**config.mk**
```make
export PLATFORM = sky130hd
export DESIGN_NAME = sdn_ctrl
export DESIGN_NICKNAME = d
export VERILOG_FILES = /design/src/sv/sdn_pkg.sv /design/src/sv/sdn_ctrl.sv
export SDC_FILE = /design/constraint.sdc
export NUM_CORES = 1
export LEC_CHECK = 0
export BUFFER_PORTS_ARGS = -buffer_cell sky130_fd_sc_hd__buf_2
export CAP_MARGIN = 10
export CORE_UTILIZATION = 42
export DETAILED_ROUTE_END_ITERATION = 12
export GPL_TIMING_DRIVEN = 1
export PLACE_DENSITY_LB_ADDON = 0.15
export REMOVE_ABC_BUFFERS = 1
export SLEW_MARGIN = 5
export SYNTH_ARGS = -nofsm -noshare
export SYNTH_HDL_FRONTEND = slang
export SYNTH_SLANG_ARGS = --single-unit
```
**constraint.sdc**
```tcl
create_clock -name clk -period 1.7 [get_ports clk]
set_input_delay 0.34 -clock clk [delete_from_list [all_inputs] [get_ports clk]]
set_output_delay 0.34 -clock clk [all_outputs]
set_load 0.02 [all_outputs]
```
**src/sv/sdn_pkg.sv**
```systemverilog
`default_nettype none

package sdn_pkg;

  // Width of one stored term.
  localparam int unsigned TermW = 64;

  // Operations the controller asks of the datapath.
  typedef enum logic [3:0] {
    OP_NONE,
    OP_LOAD,
    OP_INIT,
    OP_READ,
    OP_CHK,
    OP_APP,
    OP_RINC,
    OP_MIN,
    OP_OFS,
    OP_SUB,
    OP_GCD_LOAD,
    OP_GCD_STEP,
    OP_GFIN,
    OP_DIV_LOAD,
    OP_DIV_STEP,
    OP_DIV_WR
  } dp_op_t;

  // A separate emit code would not fit the four-bit field, so emit has a flag.
  typedef struct packed {
    dp_op_t op;
    logic   emit;
    logic   clr_idx;
    logic   inc_idx;
  } cmd_t;

  typedef struct packed {
    logic last_idx;
    logic chk_ok;
    logic nz_pred;
    logic rounds_lt;
    logic sub_needed;
    logic term_nz;
    logic gcd_done;
    logic gcd_one;
    logic div_done;
  } status_t;

  typedef enum logic [4:0] {
    ST_IDLE,
    ST_INIT,
    ST_RND_CHK,
    ST_RD_CHK,
    ST_EX_CHK,
    ST_CHK_DEC,
    ST_RD_APP,
    ST_EX_APP,
    ST_APP_DONE,
    ST_RD_MIN,
    ST_EX_MIN,
    ST_OFS,
    ST_RD_SUB,
    ST_EX_SUB,
    ST_RD_GCD,
    ST_EX_GCD,
    ST_GCD_RUN,
    ST_GFIN,
    ST_RD_DIV,
    ST_EX_DIV,
    ST_DIV_RUN,
    ST_DIV_WR,
    ST_RD_OUT,
    ST_EX_OUT
  } state_t;

endpackage

`default_nettype wire

```
**src/sv/sdn_ctrl.sv**
```systemverilog
`default_nettype none

module sdn_ctrl
  import sdn_pkg::*;
(
  input  wire logic    clk,
  input  wire logic    rst,
  input  wire logic    start,
  input  wire logic    last,
  input  wire status_t status,
  output logic         busy,
  output cmd_t         cmd
);

  state_t state, state_next;

  // State register.
  always_ff @(posedge clk) begin
    if (rst) begin
      state <= ST_IDLE;
    end else begin
      state <= state_next;
    end
  end

  // Next state and commands.
  always_comb begin
    state_next  = state;
    cmd.op      = OP_NONE;
    cmd.emit    = 1'b0;
    cmd.clr_idx = 1'b0;
    cmd.inc_idx = 1'b0;
    busy        = 1'b1;
    unique case (state)
      ST_IDLE: begin
        // No word is taken while reset is held.
        busy = rst;
        if (start && !rst) begin
          cmd.op = OP_LOAD;
          if (last) begin
            state_next = ST_INIT;
          end
        end
      end
      ST_INIT: begin
        cmd.op     = OP_INIT;
        state_next = ST_RND_CHK;
      end
      ST_RND_CHK: begin
        cmd.clr_idx = 1'b1;
        state_next  = status.rounds_lt ? ST_RD_CHK : ST_RD_MIN;
      end
      ST_RD_CHK: begin
        cmd.op     = OP_READ;
        state_next = ST_EX_CHK;
      end
      ST_EX_CHK: begin
        cmd.op = OP_CHK;
        if (status.last_idx) begin
          state_next = ST_CHK_DEC;
        end else begin
          cmd.inc_idx = 1'b1;
          state_next  = ST_RD_CHK;
        end
      end
      ST_CHK_DEC: begin
        cmd.clr_idx = 1'b1;
        state_next  = (status.chk_ok && status.nz_pred) ? ST_RD_APP : ST_RD_MIN;
      end
      ST_RD_APP: begin
        cmd.op     = OP_READ;
        state_next = ST_EX_APP;
      end
      ST_EX_APP: begin
        cmd.op = OP_APP;
        if (status.last_idx) begin
          state_next = ST_APP_DONE;
        end else begin
          cmd.inc_idx = 1'b1;
          state_next  = ST_RD_APP;
        end
      end
      ST_APP_DONE: begin
        cmd.op     = OP_RINC;
        state_next = ST_RND_CHK;
      end
      ST_RD_MIN: begin
        cmd.op     = OP_READ;
        state_next = ST_EX_MIN;
      end
      ST_EX_MIN: begin
        cmd.op = OP_MIN;
        if (status.last_idx) begin
          state_next = ST_OFS;
        end else begin
          cmd.inc_idx = 1'b1;
          state_next  = ST_RD_MIN;
        end
      end
      ST_OFS: begin
        cmd.op      = OP_OFS;
        cmd.clr_idx = 1'b1;
        state_next  = status.sub_needed ? ST_RD_SUB : ST_RD_GCD;
      end
      ST_RD_SUB: begin
        cmd.op     = OP_READ;
        state_next = ST_EX_SUB;
      end
      ST_EX_SUB: begin
        cmd.op = OP_SUB;
        if (status.last_idx) begin
          cmd.clr_idx = 1'b1;
          state_next  = ST_RD_GCD;
        end else begin
          cmd.inc_idx = 1'b1;
          state_next  = ST_RD_SUB;
        end
      end
      ST_RD_GCD: begin
        cmd.op     = OP_READ;
        state_next = ST_EX_GCD;
      end
      ST_EX_GCD: begin
        cmd.op = OP_GCD_LOAD;
        if (status.term_nz) begin
          state_next = ST_GCD_RUN;
        end else if (status.last_idx) begin
          state_next = ST_GFIN;
        end else begin
          cmd.inc_idx = 1'b1;
          state_next  = ST_RD_GCD;
        end
      end
      ST_GCD_RUN: begin
        cmd.op = OP_GCD_STEP;
        if (status.gcd_done) begin
          if (status.last_idx) begin
            state_next = ST_GFIN;
          end else begin
            cmd.inc_idx = 1'b1;
            state_next  = ST_RD_GCD;
          end
        end
      end
      ST_GFIN: begin
        cmd.op      = OP_GFIN;
        cmd.clr_idx = 1'b1;
        state_next  = status.gcd_one ? ST_RD_OUT : ST_RD_DIV;
      end
      ST_RD_DIV: begin
        cmd.op     = OP_READ;
        state_next = ST_EX_DIV;
      end
      ST_EX_DIV: begin
        cmd.op     = OP_DIV_LOAD;
        state_next = ST_DIV_RUN;
      end
      ST_DIV_RUN: begin
        cmd.op = OP_DIV_STEP;
        if (status.div_done) begin
          state_next = ST_DIV_WR;
        end
      end
      ST_DIV_WR: begin
        cmd.op = OP_DIV_WR;
        if (status.last_idx) begin
          cmd.clr_idx = 1'b1;
          state_next  = ST_RD_OUT;
        end else begin
          cmd.inc_idx = 1'b1;
          state_next  = ST_RD_DIV;
        end
      end
      ST_RD_OUT: begin
        cmd.op     = OP_READ;
        state_next = ST_EX_OUT;
      end
      ST_EX_OUT: begin
        cmd.emit = 1'b1;
        if (status.last_idx) begin
          state_next = ST_IDLE;
        end else begin
          cmd.inc_idx = 1'b1;
          state_next  = ST_RD_OUT;
        end
      end
      default: begin
        state_next = ST_IDLE;
      end
    endcase
  end

endmodule

`default_nettype wire

```
-- Word level (Yosys, flattened, before mapping)
Cells that the tools add are included.
- flip-flop bits (word level): 5
- bits of input ports: 13
- word-level logic and storage cells: 65
- eq/ne operators: 27
- multiplexer cells: 27
- reductions and logical operators: 10
- operator list (kind ; number):
    $pmux 5 s23 ; 1
    $pmux 4 s15 ; 1
    $eq 5x4->1 const B ; 8
    $eq 5x5->1 const B ; 8
    $mux 5 ; 7
    $eq 5x3->1 const B ; 4
    $mux 4 ; 3
    $eq 5x2->1 const B ; 2
    $mux 3 ; 3
    $ne 2x2->1 const B ; 4
    $mux 1 ; 7
    $reduce_or 7->1 ; 1
    $mux 2 ; 3
    $reduce_or 6->1 ; 1
    $eq 5x1->1 const B ; 1
    $logic_not 5->1 ; 1
    $reduce_and 4->1 ; 1
    $reduce_or 2->1 ; 2
    $reduce_or 4->1 ; 1
    $pmux 1 s3 ; 1
    $logic_and 1x1->1 ; 2
    $pmux 1 s2 ; 1
    $logic_not 1->1 ; 1

-- Longest topological paths before layout
Gate-level depths: netlist of run 1.
- depth in word-level cells: 4
- depth in mapped cells: 6
- mapped depth without buffers: 4

-- Worst setup path before layout of run 1
OpenSTA, ideal clock, no wires.
- path type: reg-to-output
- from: register state[1]
- to: output port cmd[4] (netlist bit)
- arrival: 1418 ps
- path slack: -58 ps
- stages on the path, launching flop included: 5
- buffers on the path: 1
- cells stage by stage: dfxtp_1 -> buf_2 -> and2b_1 -> a221o_1 -> a21oi_1
- RTL lines (element ; RTL line ; RTL):
    from (decl) ; sdn_ctrl.sv:15 ; state_t state, state_next;
    from (signal assigned) ; sdn_ctrl.sv:22 ; state <= state_next;
    to (decl) ; sdn_ctrl.sv:12 ; output cmd_t cmd

-- Worst setup path in the final report of run 1
- from: register state[2]
- to: output port busy
- longest elaborated chain between the ends: 2
- RTL lines (element ; RTL line ; RTL):
    $logic_not 5->1 ; sdn_ctrl.sv:34 ; unique case (state)
    $mux 1 ; sdn_ctrl.sv:34 ;
    to (decl) ; sdn_ctrl.sv:11 ; output logic busy,
Every way passes these cells.

==> flow_summary_export.csv, run 1 <==
group,metric,value,unit
outcome,status,"finished with violations",
outcome,violations,"setup timing",
global_route,grt_max_degree,17,
timing,relSlewSlack,0.775,
setup_path,crit_path_end_kind,"output port",
place,hpwl,2.49,mm
global_route,grt_overflow,0,
finish,antennaDiodeCount,0,
synth,yosys-top-cells-area,"dfxtp_1, a21oi_1, nand2b_1",
setup_path,cp-start-kind,"register",
synth,synthCells,144,
timing,worst_pin_slew,0.334,ns
finish,final_area,1560,um2
setup_path,cp.arrival,1.57,ns
setup_path,setup.worst_path.class,"reg2out",
synth,ys_seq_area_frac,0.104,
clocking,numCtsBuffers,3,
setup_path,rrSetupSlack,-0.15,ns
timing,fin_setup_tns,-1.65,ns
synth,syn-cell-area,966,um2
setup_path,r2r-end,"state[1]",
synth,ys_ff_latch,5,
timing,hold_slack,0.314,ns
route,vias,1420,
synth,synthArstFlopShare,0,
power,clockPowerShare,0.271,
route,firstDrtPassIters,4,
timing,finalMaxSlewViolations,0,
route,remaining_drc_errors,0,
synth,synth_top_area_frac,0.104,
global_route,globalRouteTotalUtil,0.312,
place,dpl_cell_area,1260,um2
die,die_x,50.0,um
clocking,h-tree-depth,1,
finish,regMostFlops,"state",
timing,clock.fmax,523,MHz
timing,hold_violations,0,
finish,final_core_util,0.758,
die,die_area,2500,um2
die,rows,16,
setup_path,r2r-start,"state[2]",
die,initial_core_util,0.468,
route,viasPerCell,6.26,
clocking,clock_sink_count,5,
timing,rsz0062_at_grt,"yes",
timing,fin_crit_sh,1.13,
global_route,grt_first_pass_wirelength,5.98,mm
power,finalPower,506,uW
power,seq_power_share,0.255,
route,wl,3.82,mm
finish,drive_above_1_share,0.510,
synth,synth_edf_count,0,
die,die_h,50.0,um
timing,min_period,1.91,ns
finish,reg_top3,"state (5)",
place,port_buffers,20,
setup_path,reg2reg_depth,7,
route,drt_iter0_markers,50,
clocking,clock-root-buffer,"clkbuf_4",
finish,areaGrowthSynthToFinish,61.8,%
timing,setup_violations,12,
synth,avgSynthCellArea,6.71,um2
clocking,cts_tree,"yes",
route,ant_nets,0,
setup_path,crit_required,1.36,ns
power,pwr-share-comb,0.474,
setup_path,cp-startpoint,"state[2]",
power,p_leak,0.660,nW
setup_path,crit_end,"busy",
global_route,antenna_found_initial,0,
timing,fin_ws,-0.213,ns
clocking,clkLatencyLatePin,0.24,ns
power,irDropWorstVdd,0.413,mV
route,wl_per_cell,16.8,um
power,swShare,0.349,
die,ios,21,
synth,yosys.cell_types.count,54,
finish,largest_register_ffs,5,
synth,yosys_warnings,0,
die,core-area,2060,um2
synth,synth_top_area_cell,"dfxtp_1",
power,switchingPower,176,uW
clocking,cts.path.max_buffers,2,
clocking,clkTransAtPathRegs,0.05,ns
setup_path,crit_fanout,7,
finish,finalNetCount,214,
place,gp_congestion,0.957,
clocking,holdBufCountCts,0,
timing,finalClockSkew,0.0104,ns
power,internal_power,329,uW
power,p_per_area,324,nW/um2
global_route,grt_pass1_vias,1284,
synth,synth_ff_type,"dfxtp_1",
flow_run,cap_violations,0,
hold_path,worstHoldPathType,"in2reg",
==> how the worst min path moves through the flow <==
stage,end,startpoint,cells after the start
6_report,state[4],rst,2
5_1_grt,state[4],rst,2
4_1_cts,state[4],rst,2
3_5_place_dp,state[4],rst,2
3_3_place_gp,state[4],rst,2
2_1_floorplan,state[4],rst,1
==> repair_timing <==
item,4_1_cts,5_1_grt
setup buffers,8,7
setup endpoints to repair,12,12
resized for setup,22,24
pin swaps,1,6
gates cloned,0,0
hold endpoints to repair,0,0
==> cell usage after synthesis, drive strengths merged, types with 2 or more instances <==
cell type and n:
nor3b 2, o21ai 7, o32ai 2, buf 14
nor3 5, clkbuf 2, o311ai 2, nor2b 2
inv 4, o21bai 2, a31oi 4, a211oi 3
dfxtp 5, or3 5, a21oi 15, o21a 2
o211ai 3, nand3 2, or2 2, nor2 11
a21o 3, nand2b 10, o22ai 3, nand4 2
nand2 12, a41oi 2
==> routing by layer <==
metal	part of all wire	up-vias	GRT usage
met1	0.44	670	0.403
met2	0.47	77	0.516
li1	-	660	-
met5	0	-	0
met3	0.058	13	0.0278
met4	0.030	0	0.148
==> through the flow <==
| step | cells | setup WS (ns) |
|---|---|---|
| 2_1_floorplan | 128 | -0.359 |
| 3_3_place_gp | 209 | -0.160 |
| 3_5_place_dp | 209 | -0.216 |
| 4_1_cts | 221 | -0.190 |
| 5_1_grt | 227 | -0.251 |
| 6_report | 227 | -0.213 |
==> cell usage in the layout, fill, tap and decap left out, types with 4 or more instances in the layout <==
| cell | netlist | routed |
|---|---|---|
| buf_4 | 3 | 43 |
| a31oi_1 | 4 | 4 |
| buf_6 | 1 | 11 |
| nor3_1 | 5 | 5 |
| o21ai_0 | 5 | 4 |
| dfxtp_4 | 0 | 4 |
| a21oi_2 | 1 | 4 |
| a21oi_1 | 14 | 11 |
| nand2b_1 | 9 | 7 |
| buf_2 | 9 | 14 |
| nand2_1 | 12 | 11 |
| nor2_1 | 11 | 9 |
==> power groups by stage <==
stage	Sequential, mW	Clock (mW)	Combinational (mW)
5_1_grt	0.130	0.149	0.254
2_1_floorplan	0.144	0	0.0807
6_report	0.129	0.137	0.240
3_3_place_gp	0.135	0	0.179
3_5_place_dp	0.135	0	0.183
4_1_cts	0.130	0.139	0.205
==> cell type report <==
cell class              count  area (um2)
multi-input cells         119         855
fillers                   145         499
clock buffers               4        26.3
flip-flops and latches      5         116
repair buffers             68         517
well taps                  27        33.8
inverters                   4        15.0
==> critical path, stage by stage (launching register included) <==
cell and delay (ns):
dfxtp_4 0.37, or3_4 0.39, or4_4 0.42, buf_6 0.15
==> logic make-up (layout without fill, tap and decap cells) <==
family,after synthesis,after routing,share of synthesized area
AND/OR/NAND/NOR,62,62,0.365
XOR/XNOR,1,1,0.00907
flip-flops,5,5,0.104
adder cells (fa/ha/maj),1,1,0.0117
multiplexers,1,1,0.0117
AO/OA/AOI/OAI,54,54,0.390
buffers and inverters,20,76,0.109
Power figures use the tool's default switching activity.
==> run 2, diff against run 1 <==
GPL_TIMING_DRIVEN = default   (was 1)
MAX_ROUTING_LAYER = met4   (was default)
PLACE_DENSITY = 0.71   (was default)
PLACE_DENSITY_LB_ADDON = default   (was 0.15)
==> flow_summary_export.csv, run 2 (synthesis gave the netlist of run 1 again) <==
group,metric,value,unit
outcome,status,"finished with violations",
outcome,violations,"setup timing",
route,drt_iter0_markers,75,
global_route,grt_first_pass_wirelength,6.00,mm
hold_path,worstHoldPathType,"in2reg",
finish,areaGrowthSynthToFinish,64.5,%
place,pre_cts_ws,-0.155,ns
timing,setup_violations,6,
route,ant_nets,0,
global_route,globalRouteTotalUtil,0.325,
timing,relSlewSlack,0.702,
finish,drive_above_1_share,0.505,
timing,finalClockSkew,0.00624,ns
hold_path,holdCritStartpoint,"rst",
clocking,clock-root-buffer,"clkbuf_4",
finish,final_area,1590,um2
timing,fin_setup_tns,-1.14,ns
setup_path,crit_chain,"buf_6, nand2b_4, nand2_1, a221o_1, a21oi_2, buf_4",
setup_path,setup.worst_path.class,"reg2out",
finish,final_core_util,0.771,
finish,largest_register_ffs,5,
timing,hold_violations,0,
global_route,antenna_found_initial,0,
power,p_per_area,323,nW/um2
global_route,grt_pass1_vias,1271,
setup_path,slowest_delay,0.41,ns
setup_path,crit_required,1.36,ns
finish,final_cells,227,
route,wl,4.38,mm
die,rows,16,
timing,hold_slack,0.364,ns
timing,worst_pin_slew,0.442,ns
power,p_leak,0.655,nW
die,ios,21,
finish,antennaDiodeCount,0,
timing,fin_ws,-0.231,ns
place,gp_congestion,0.947,
setup_path,cp-start-kind,"register",
setup_path,cp-startpoint,"state[2]",
setup_path,rrSetupSlack,0.05,ns
timing,min_period,1.93,ns
setup_path,slowest_stage,"dfxtp_4",
clocking,h-tree-depth,1,
timing,clock.fmax,518,MHz
clocking,clkLatencyLatePin,0.25,ns
setup_path,r2r-start,"state[2]",
clocking,clock_sink_count,5,
finish,regMostFlops,"state",
die,die_h,50.0,um
global_route,grt_max_degree,15,
finish,final_cell_mix,"buf_4, buf_2, a21oi_1, nand2_1, buf_6",
timing,finalMaxSlewViolations,0,
finish,reg_top3,"state (5)",
setup_path,crit_fanout,7,
clocking,cts.path.max_buffers,2,
place,dpl_cell_area,1260,um2
route,vias,1471,
setup_path,cp.arrival,1.59,ns
route,firstDrtPassIters,4,
setup_path,crit_path_end_kind,"output port",
flow_run,cap_violations,0,
clocking,cts_tree,"yes",
route,wl_per_cell,19.3,um
place,dp.cells,209,
clocking,clkTransAtPathRegs,0.05,ns
timing,fin_crit_sh,1.14,
finish,finalNetCount,214,
power,irDropWorstVdd,0.529,mV
global_route,grt_overflow,0,
timing,rsz0062_at_grt,"yes",
place,port_buffers,20,
die,initial_core_util,0.468,
die,core-area,2060,um2
die,die_area,2500,um2
finish,layout_commonest_cell,"buf_4",
route,remaining_drc_errors,0,
clocking,numCtsBuffers,3,
power,finalPower,513,uW
die,die_x,50.0,um
place,hpwl,2.57,mm
route,viasPerCell,6.48,
==> run 2: cell types whose count changed in the layout (fill, tap and decap cells not counted), sizes merged <==
cell / before / now
buf: 68 / 67
clkbuf: 4 / 5
==> run 2: power by group <==
group / leakage (nW) / internal, mW / switching (mW)
Sequential: 0.0441 / 0.117 / 0.0127
Clock: 0.0150 / 0.0893 / 0.0573
Combinational: 0.596 / 0.115 / 0.121
Total: 0.655 / 0.322 / 0.191
==> run 2: worst paths after layout <==
check / to / cells after the start
worst max-delay path: cmd[4] / 6
worst min-delay path: state[4] / 3
worst max register to register: state[0] / 8
worst min register to register: state[3] / 3
==> run 2: what timing repair did <==
action	in CTS	in global routing
buffers inserted	4	10
hold buffers	0	0
gates cloned	0	1
pin swaps	1	8
setup endpoints to repair	10	9
resized for setup	33	18
==> run 2: area by class of cell <==
cell class | instances | area (um2)
inverters | 4 | 15.0
fillers | 161 | 473
clock buffers | 4 | 26.3
flip-flops and latches | 5 | 116
well taps | 27 | 33.8
multi-input cells | 119 | 851
repair buffers | 68 | 547
==> run 2: worst max-delay path, delay by kind of cell (launching register included) <==
family / cells / cell delay [ns]
DFF: 1 / 0.41
AOI/OAI and AO/OA: 2 / 0.46
buffers and inverters: 2 / 0.29
and+or+nand+nor: 2 / 0.18
==> run 2: metal layers <==
metal	up-vias	share of wire	global-route usage
met5	-	0	-
met4	0	0.053	0.119
met3	29	0.091	0.0309
met2	115	0.46	0.547
met1	674	0.39	0.399
li1	653	-	-
